[config.mk]
export PLATFORM = sky130hd
export DESIGN_NAME = sha256_message_hasher
export DESIGN_NICKNAME = d
export VERILOG_FILES = /design/src/rtl/core/shamh_pkg.sv /design/src/rtl/core/shamh_ctrl.sv /design/src/rtl/core/shamh_datapath.sv /design/src/rtl/core/shamh_outbuf.sv /design/src/rtl/core/sha256_message_hasher.sv
export SDC_FILE = /design/constraint.sdc
export NUM_CORES = 2
export LEC_CHECK = 0
export ABC_AREA = 1
export BUFFER_PORTS_ARGS = -buffer_cell sky130_fd_sc_hd__buf_2
export CORE_UTILIZATION = 39
export DETAILED_ROUTE_END_ITERATION = 12
export PLACE_DENSITY = 0.56
export SYNTH_ARGS = -nofsm -noshare
export SYNTH_HDL_FRONTEND = slang
export SYNTH_HIERARCHICAL = 1
export SYNTH_SLANG_ARGS = --single-unit
export TNS_END_PERCENT = 10
[constraint.sdc]
create_clock -name clk -period 39.1 [get_ports clk]
set_input_delay 1.955 -clock clk [delete_from_list [all_inputs] [get_ports clk]]
set_output_delay 1.955 -clock clk [all_outputs]
set_load 0.1 [all_outputs]
[src/rtl/core/shamh_pkg.sv]
// Shared types and constants for the SHA-256 message hasher.
// No dependencies; imported by every module of the block.
package shamh_pkg;

  localparam int unsigned WordW  = 32;
  localparam int unsigned Rounds = 64;

  localparam logic [7:0] PAD_MARK = 8'h80;

  localparam logic [WordW-1:0] INIT_HASH [8] = '{
    32'h6A09E667, 32'hBB67AE85, 32'h3C6EF372, 32'hA54FF53A,
    32'h510E527F, 32'h9B05688C, 32'h1F83D9AB, 32'h5BE0CD19
  };

  localparam logic [WordW-1:0] ROUND_K [Rounds] = '{
    32'h428A2F98, 32'h71374491, 32'hB5C0FBCF, 32'hE9B5DBA5,
    32'h3956C25B, 32'h59F111F1, 32'h923F82A4, 32'hAB1C5ED5,
    32'hD807AA98, 32'h12835B01, 32'h243185BE, 32'h550C7DC3,
    32'h72BE5D74, 32'h80DEB1FE, 32'h9BDC06A7, 32'hC19BF174,
    32'hE49B69C1, 32'hEFBE4786, 32'h0FC19DC6, 32'h240CA1CC,
    32'h2DE92C6F, 32'h4A7484AA, 32'h5CB0A9DC, 32'h76F988DA,
    32'h983E5152, 32'hA831C66D, 32'hB00327C8, 32'hBF597FC7,
    32'hC6E00BF3, 32'hD5A79147, 32'h06CA6351, 32'h14292967,
    32'h27B70A85, 32'h2E1B2138, 32'h4D2C6DFC, 32'h53380D13,
    32'h650A7354, 32'h766A0ABB, 32'h81C2C92E, 32'h92722C85,
    32'hA2BFE8A1, 32'hA81A664B, 32'hC24B8B70, 32'hC76C51A3,
    32'hD192E819, 32'hD6990624, 32'hF40E3585, 32'h106AA070,
    32'h19A4C116, 32'h1E376C08, 32'h2748774C, 32'h34B0BCB5,
    32'h391C0CB3, 32'h4ED8AA4A, 32'h5B9CCA4F, 32'h682E6FF3,
    32'h748F82EE, 32'h78A5636F, 32'h84C87814, 32'h8CC70208,
    32'h90BEFFFA, 32'hA4506CEB, 32'hBEF9A3F7, 32'hC67178F2
  };

  // source of the byte shifted into the block
  typedef enum logic [1:0] {
    SEL_DATA = 2'd0,
    SEL_MARK = 2'd1,
    SEL_ZERO = 2'd2,
    SEL_LEN  = 2'd3
  } byte_sel_t;

  typedef struct packed {
    logic      shift_byte;
    byte_sel_t byte_sel;
    logic      count_en;
    logic      init_vars;
    logic      round_en;
    logic [5:0] round;
    logic      fold;
    logic      clear_msg;
    logic      digest_load;
  } cmd_t;

  typedef struct packed {
    logic [5:0] pos;
  } stat_t;

endpackage

[src/rtl/core/shamh_ctrl.sv]
// Sequencer for the hasher: byte loading, padding, compression rounds, digest hand-off.
// Depends on shamh_pkg; drives the datapath and digest buffer by command struct.
module shamh_ctrl (
  input  logic            clk,
  input  logic            rst,
  input  logic            in_valid,
  output logic            in_ready,
  input  logic            byte_valid,
  input  logic            last_byte,
  input  shamh_pkg::stat_t stat,
  input  logic            out_busy,
  output shamh_pkg::cmd_t cmd
);
  import shamh_pkg::*;

  typedef enum logic [4:0] {
    S_IDLE = 5'b00001,
    S_PAD  = 5'b00010,
    S_COMP = 5'b00100,
    S_FOLD = 5'b01000,
    S_DONE = 5'b10000
  } state_t;

  state_t     state, state_next;
  logic [5:0] rnd, rnd_next;
  logic       pad_active, pad_active_next;
  logic       mark_done, mark_done_next;
  logic       len_phase, len_phase_next;
  logic       len_done, len_done_next;
  logic       block_full;

  assign block_full = (stat.pos == 6'd63);

  always_ff @(posedge clk) begin
    if (rst) begin
      state      <= S_IDLE;
      rnd        <= '0;
      pad_active <= 1'b0;
      mark_done  <= 1'b0;
      len_phase  <= 1'b0;
      len_done   <= 1'b0;
    end else begin
      state      <= state_next;
      rnd        <= rnd_next;
      pad_active <= pad_active_next;
      mark_done  <= mark_done_next;
      len_phase  <= len_phase_next;
      len_done   <= len_done_next;
    end
  end

  always_comb begin
    state_next      = state;
    rnd_next        = rnd;
    pad_active_next = pad_active;
    mark_done_next  = mark_done;
    len_phase_next  = len_phase;
    len_done_next   = len_done;
    in_ready        = 1'b0;
    cmd             = '0;
    cmd.byte_sel    = SEL_DATA;
    cmd.round       = rnd;
    unique case (state)
      S_IDLE: begin
        in_ready = 1'b1;
        if (in_valid) begin
          if (byte_valid) begin
            cmd.shift_byte = 1'b1;
            cmd.count_en   = 1'b1;
          end
          if (byte_valid && block_full) begin
            cmd.init_vars   = 1'b1;
            pad_active_next = last_byte;
            state_next      = S_COMP;
          end else if (last_byte) begin
            pad_active_next = 1'b1;
            state_next      = S_PAD;
          end
        end
      end
      S_PAD: begin
        cmd.shift_byte = 1'b1;
        mark_done_next = 1'b1;
        if (!mark_done) begin
          cmd.byte_sel = SEL_MARK;
        end else if (len_phase || stat.pos == 6'd56) begin
          cmd.byte_sel   = SEL_LEN;
          len_phase_next = 1'b1;
        end else begin
          cmd.byte_sel = SEL_ZERO;
        end
        if (block_full) begin
          cmd.init_vars = 1'b1;
          len_done_next = (cmd.byte_sel == SEL_LEN);
          state_next    = S_COMP;
        end
      end
      S_COMP: begin
        cmd.round_en = 1'b1;
        rnd_next     = rnd + 6'd1;
        if (rnd == 6'd63) begin
          state_next = S_FOLD;
        end
      end
      S_FOLD: begin
        cmd.fold = 1'b1;
        if (len_done) begin
          state_next = S_DONE;
        end else if (pad_active) begin
          state_next = S_PAD;
        end else begin
          state_next = S_IDLE;
        end
      end
      S_DONE: begin
        // hold the digest until the previous one has fully drained
        if (!out_busy) begin
          cmd.digest_load = 1'b1;
          cmd.clear_msg   = 1'b1;
          pad_active_next = 1'b0;
          mark_done_next  = 1'b0;
          len_phase_next  = 1'b0;
          len_done_next   = 1'b0;
          state_next      = S_IDLE;
        end
      end
      default: begin
        state_next = S_IDLE;
      end
    endcase
  end

endmodule

[src/rtl/core/shamh_datapath.sv]
// Datapath: 512-bit block/schedule shift register, round logic, chain value, length counter.
// Depends on shamh_pkg; steered by shamh_ctrl through cmd_t.
module shamh_datapath (
  input  logic             clk,
  input  logic             rst,
  input  logic [7:0]       data_byte,
  input  shamh_pkg::cmd_t  cmd,
  output shamh_pkg::stat_t stat,
  output logic [255:0]     digest
);
  import shamh_pkg::*;

  function automatic logic [31:0] rotr(input logic [31:0] x, input int unsigned n);
    rotr = (x >> n) | (x << (32 - n));
  endfunction

  function automatic logic [31:0] sig0(input logic [31:0] x);
    sig0 = rotr(x, 7) ^ rotr(x, 18) ^ (x >> 3);
  endfunction

  function automatic logic [31:0] sig1(input logic [31:0] x);
    sig1 = rotr(x, 17) ^ rotr(x, 19) ^ (x >> 10);
  endfunction

  function automatic logic [31:0] big0(input logic [31:0] x);
    big0 = rotr(x, 2) ^ rotr(x, 13) ^ rotr(x, 22);
  endfunction

  function automatic logic [31:0] big1(input logic [31:0] x);
    big1 = rotr(x, 6) ^ rotr(x, 11) ^ rotr(x, 25);
  endfunction

  logic [511:0] window;
  logic [31:0]  v [8];
  logic [31:0]  chain [8];
  logic [60:0]  byte_count;
  logic [5:0]   pos;

  logic [63:0]  bit_count;
  logic [7:0]   len_b [8];
  logic [7:0]   byte_in;
  logic [31:0]  w_cur, w_new;
  logic [31:0]  t1, t2;

  assign bit_count = {byte_count, 3'b000};
  assign stat.pos  = pos;

  for (genvar i = 0; i < 8; i++) begin : g_len
    assign len_b[i] = bit_count[63-8*i -: 8];
    assign digest[255-32*i -: 32] = chain[i];
  end

  always_comb begin
    unique case (cmd.byte_sel)
      SEL_DATA: byte_in = data_byte;
      SEL_MARK: byte_in = PAD_MARK;
      SEL_ZERO: byte_in = 8'h00;
      SEL_LEN:  byte_in = len_b[pos[2:0]];
      default:  byte_in = 8'h00;
    endcase
  end

  // window word k sits at [511-32k]; word 0 is the one used this round
  assign w_cur = window[511:480];
  assign w_new = sig1(window[511-32*14 -: 32]) + window[511-32*9 -: 32]
               + sig0(window[511-32*1 -: 32]) + w_cur;

  assign t1 = v[7] + big1(v[4]) + ((v[4] & v[5]) ^ (~v[4] & v[6]))
            + ROUND_K[cmd.round] + w_cur;
  assign t2 = big0(v[0]) + ((v[0] & v[1]) ^ (v[0] & v[2]) ^ (v[1] & v[2]));

  always_ff @(posedge clk) begin
    if (cmd.shift_byte) begin
      window <= {window[503:0], byte_in};
    end else if (cmd.round_en) begin
      window <= {window[479:0], w_new};
    end
    if (cmd.init_vars) begin
      for (int i = 0; i < 8; i++) begin
        v[i] <= chain[i];
      end
    end else if (cmd.round_en) begin
      v[0] <= t1 + t2;
      v[1] <= v[0];
      v[2] <= v[1];
      v[3] <= v[2];
      v[4] <= v[3] + t1;
      v[5] <= v[4];
      v[6] <= v[5];
      v[7] <= v[6];
    end
  end

  always_ff @(posedge clk) begin
    if (rst || cmd.clear_msg) begin
      for (int i = 0; i < 8; i++) begin
        chain[i] <= INIT_HASH[i];
      end
      byte_count <= '0;
      pos        <= '0;
    end else begin
      if (cmd.fold) begin
        for (int i = 0; i < 8; i++) begin
          chain[i] <= chain[i] + v[i];
        end
      end
      if (cmd.count_en) begin
        byte_count <= byte_count + 61'd1;
      end
      if (cmd.shift_byte) begin
        pos <= pos + 6'd1;
      end
    end
  end

endmodule

[src/rtl/core/shamh_outbuf.sv]
// Digest output buffer: holds one finished hash and hands it out a word at a time.
// Depends on shamh_pkg for the word width WordW only.
module shamh_outbuf (
  input  logic         clk,
  input  logic         rst,
  input  logic         load,
  input  logic [255:0] digest,
  output logic         busy,
  output logic         out_valid,
  input  logic         out_ready,
  output logic [31:0]  digest_word,
  output logic [2:0]   word_index,
  output logic         last_word
);
  import shamh_pkg::*;

  logic [255:0] dbuf;
  logic [2:0]   idx;
  logic         full;

  assign busy        = full;
  assign out_valid   = full;
  assign digest_word = dbuf[255:224];
  assign word_index  = idx;
  assign last_word   = (idx == 3'd7);

  always_ff @(posedge clk) begin
    if (load) begin
      dbuf <= digest;
    end else if (full && out_ready) begin
      dbuf <= {dbuf[223:0], {WordW{1'b0}}};
    end
  end

  always_ff @(posedge clk) begin
    if (rst) begin
      full <= 1'b0;
      idx  <= '0;
    end else if (load) begin
      full <= 1'b1;
      idx  <= '0;
    end else if (full && out_ready) begin
      idx <= idx + 3'd1;
      if (idx == 3'd7) begin
        full <= 1'b0;
      end
    end
  end

endmodule

[src/rtl/core/sha256_message_hasher.sv]
// SHA-256 message hasher, top level: sequencer, datapath and digest buffer.
// Depends on shamh_pkg, shamh_ctrl, shamh_datapath, shamh_outbuf.
//
//   channel  handshake            payload
//   in       in_valid/in_ready    data_byte[7:0], byte_valid, last_byte
//   out      out_valid/out_ready  digest_word[31:0], word_index[2:0], last_word
//
// Message bytes are taken one per cycle while in_ready is high; every 64th byte starts
// 64 rounds of the single round unit plus one chain update.
// The last byte adds the padding bytes and one or two more compressions.
// Digest words leave from their own buffer, so the next message loads while they drain.
// Synchronous active-high reset; no clearing pass. A stalled output keeps a finished
// digest in the datapath, and input waits until the buffer is free.
module sha256_message_hasher (
  input  logic        clk,
  input  logic        rst,
  input  logic        in_valid,
  output logic        in_ready,
  input  logic [7:0]  data_byte,
  input  logic        byte_valid,
  input  logic        last_byte,
  output logic        out_valid,
  input  logic        out_ready,
  output logic [31:0] digest_word,
  output logic [2:0]  word_index,
  output logic        last_word
);
  import shamh_pkg::*;

  cmd_t         cmd;
  stat_t        stat;
  logic         out_busy;
  logic [255:0] digest;

  shamh_ctrl u_ctrl (
    .clk        (clk),
    .rst        (rst),
    .in_valid   (in_valid),
    .in_ready   (in_ready),
    .byte_valid (byte_valid),
    .last_byte  (last_byte),
    .stat       (stat),
    .out_busy   (out_busy),
    .cmd        (cmd)
  );

  shamh_datapath u_dp (
    .clk       (clk),
    .rst       (rst),
    .data_byte (data_byte),
    .cmd       (cmd),
    .stat      (stat),
    .digest    (digest)
  );

  shamh_outbuf u_out (
    .clk         (clk),
    .rst         (rst),
    .load        (cmd.digest_load),
    .digest      (digest),
    .busy        (out_busy),
    .out_valid   (out_valid),
    .out_ready   (out_ready),
    .digest_word (digest_word),
    .word_index  (word_index),
    .last_word   (last_word)
  );

`ifndef SYNTHESIS
  // a new digest must never overwrite one still being read out
  a_load_when_free: assert property (@(posedge clk) disable iff (rst)
    cmd.digest_load |-> !out_valid)
    else $error("digest loaded while buffer busy");

  // the eighth word empties the buffer
  a_drain_after_last: assert property (@(posedge clk) disable iff (rst)
    (out_valid && out_ready && last_word) |=> !out_valid)
    else $error("buffer still valid after last word");

  // end of message starts padding, so no further byte is taken at once
  a_pad_blocks_input: assert property (@(posedge clk) disable iff (rst)
    (in_valid && in_ready && last_byte) |=> !in_ready)
    else $error("input taken during padding");
`endif

endmodule
==> out/results.ini <==
[clocking]
cts_root_buffer = clkbuf_16
cts_hold_buf = 0
cts_buffer_depth = 3
htreeDepth = 4
cts_resized = 0
cts_tree = built
clk_latency_ns = 0.85
cts_setup_buffers = 0
cts.sinks = 1366
cts_inserted_buffers = 163
cts.clk_slew.worst_paths_ns = 0.06

[detailed_routing]
wirelength_um = 342000
dr.pass1.iters = 9
detail_route.wl_per_cell_um = 24.9
vias_per_cell = 5.47
drt-initial-drc-count = 7548
ant_nets = 0
vias = 75100
drc_errors = 0

[global_route]
antenna_found_initial = 3
grt.total_usage_pct = 29.2
grt_pass1_vias = 72100
overflow = 0
grt_start_max_net_pins = 230
grt_pass1_wl_um = 493000

[placed_design]
place_congestion = 1.00
hpwl_um = 260000
port_buffers = 51
place_inst = 13400

[floorplan]
core_area_sq_um = 225000
die_y_um = 479
dieWidth_um = 479
initial_core_util_pct = 39.3
ioPinCount = 52
dieArea_sq_um = 229000
rows = 174

[synthesis]
yosysWarnings = 6
syn-num-nets = 11300
synth.area.top_cells = edfxtp_1 43%, nand2_1 15%, ha_1 5.5%
async_reset_ff_share_pct = 0
synth_edf_count = 1280
yosysUniqueCellTypes = 72
yosysTopAreaCell = edfxtp_1
ys_seq_area_share_pct = 45.3
syn_avg_cell_area_sq_um = 8.27
synth_ff_type = edfxtp_1
synth-seq-cells = 1366
synth_top_area_share_pct = 43.4
syn_inst = 10700
netlist_area_sq_um = 88700

[layout]
postLayoutCoreUtil_pct = 43.0
fin_cells = 13700
final_common_cell = nand2_1
nets = 11200
drive_gt1_share_pct = 4.66
layout_common_cells = 3633 x nand2_1, 1280 x edfxtp_1, 1212 x inv_1
area_delta_synth_final_pct = 9.18

[run_status]
outcome = finished, final reports clean

[sta]
finalHoldViolations = 0
rsz0062_at_grt = no
period_needed_ns = 8.95
relSlewSlack_pct = 20.9
fmax_ghz = 0.112
skew_ns = 0.0487
tightest_slew_ns = 1.19
setup_viol = 0
finalMaxSlewViolations = 0
period_share_pct = 22.9
finalSetupTns_ns = 0

[critical_path]
cp_slowest_stage_delay_ns = 0.67
ff2ff_path_depth = 33
path_common_cell = inv_1
critPathArrivalTime_ns = 9.51
crit_buf_inv = 8
path_delay_family = adder cells
crit_fanout = 16
timing.rr.start = u_ctrl/rnd[1]
path_depth = 33
rrSetupSlack_ns = 30.15
worst_setup_path_end_kind = flop
timing.rr.end = u_dp/v[0][26]
worstSetupPathType = reg -> reg
crit_path_start_kind = flop
required_ns = 39.67
cp_slowest_cell = dfxtp_1

[min_path]
hp-class = reg -> reg
hp-start = u_ctrl/len_phase
hold_depth = 2
hold_end = u_ctrl/len_phase

[run]
maxCapViolCount = 0

==> registers in the layout, summed over array words and instances (netlist names) <==
| signal | count |
|---|---|
| u_dp/window | 512 |
| u_out/busy | 1 |
| u_ctrl/len_phase | 1 |
| u_ctrl/len_done | 1 |
| u_dp/v | 256 |
| u_ctrl/state | 5 |
| u_out/dbuf | 256 |
| u_ctrl/mark_done | 1 |
| u_ctrl/rnd | 6 |
| u_out/word_index | 3 |
| u_dp/stat | 6 |
| u_dp/byte_count | 61 |
| u_ctrl/pad_active | 1 |
| u_dp/chain | 256 |
==> worst min-delay path: stages, from the launching register on <==
cell and delay (ns):
dfxtp_1 0.31, nand2_1 0.07, a21oi_1 0.05
==> cell families (layout without fill, tap and decap cells) <==
logic type | after synthesis | after routing | synth area share [%]
xor gates and xnor gates | 337 | 337 | 3.33
other | 0 | 4 | 0
and+or+nand+nor | 4910 | 4910 | 22.3
DFF | 1366 | 1366 | 45.3
buffers and inverters | 1655 | 1662 | 7.38
adders and majority gates | 587 | 587 | 9.93
AOI/OAI and AO/OA | 1866 | 1866 | 11.7
==> synthesized netlist by cell type, types with 15 or more instances <==
cell and count:
o21a_1 56, buf_4 47, or2_2 58, nor4_1 28, nand3_1 355, a31oi_1 59
xor2_1 163, nand4_1 97, edfxtp_1 1280, o21ai_0 756, nor2_1 556, nand3b_1 18
a221oi_1 17, buf_1 21, buf_2 47, o211ai_1 28, a21o_1 71, a21boi_0 18
o31ai_1 16, ha_1 391, inv_1 1215, nor3_1 105, xnor2_1 174, o21bai_1 46
clkbuf_1 297, fa_1 195, o22ai_1 15, dfxtp_1 86, nand2_1 3638, o21ai_1 41
o221ai_1 22, a21oi_1 658
==> final cells by class <==
type	count	area [sq um]
fillers	22700	129000
multi-input cells	7700	42000
flip-flops and latches	1366	40200
inverters	1230	4640
clock buffers	199	4270
well taps	2992	3740
clock inverters	104	1040
repair buffers	129	903
diodes	4	10.0
==> how the worst max path moves through the flow <==
stage	start	endpoint
6_report	u_ctrl/rnd[1]	u_dp/v[0][26]
5_1_grt	u_ctrl/rnd[1]	u_dp/v[0][26]
4_1_cts	u_ctrl/rnd[1]	u_dp/v[0][26]
3_5_place_dp	u_ctrl/rnd[1]	u_dp/v[0][26]
3_3_place_gp	u_ctrl/rnd[1]	u_dp/v[0][31]
2_1_floorplan	byte_valid	u_dp/window[0]
==> layer usage <==
layer | share of wire (%) | GRT usage [%] | up-vias | wire (um)
met2 | 45 | 46.6 | 2851 | 155000
li1 | - | - | 35200 | -
met1 | 43 | 38.7 | 36400 | 145000
met4 | 5.7 | 14.8 | 2 | 19500
met5 | 0.0056 | 0 | - | 19
met3 | 6.3 | 3.91 | 586 | 21500
==> per-stage QoR <==
step           hold slack, ns  area, sq um  worst slack [ns]
2_1_floorplan           0.433        88700             24.07
3_3_place_gp            0.445        91500             30.48
3_5_place_dp            0.474        91500             30.46
4_1_cts                 0.482        96800             30.39
5_1_grt                 0.507        96800             29.75
6_report                0.477        96800             30.15
Power is left out: the tool's default activity adds up to more than one toggle a clock period on the data nets, which glitch-free logic cannot reach.
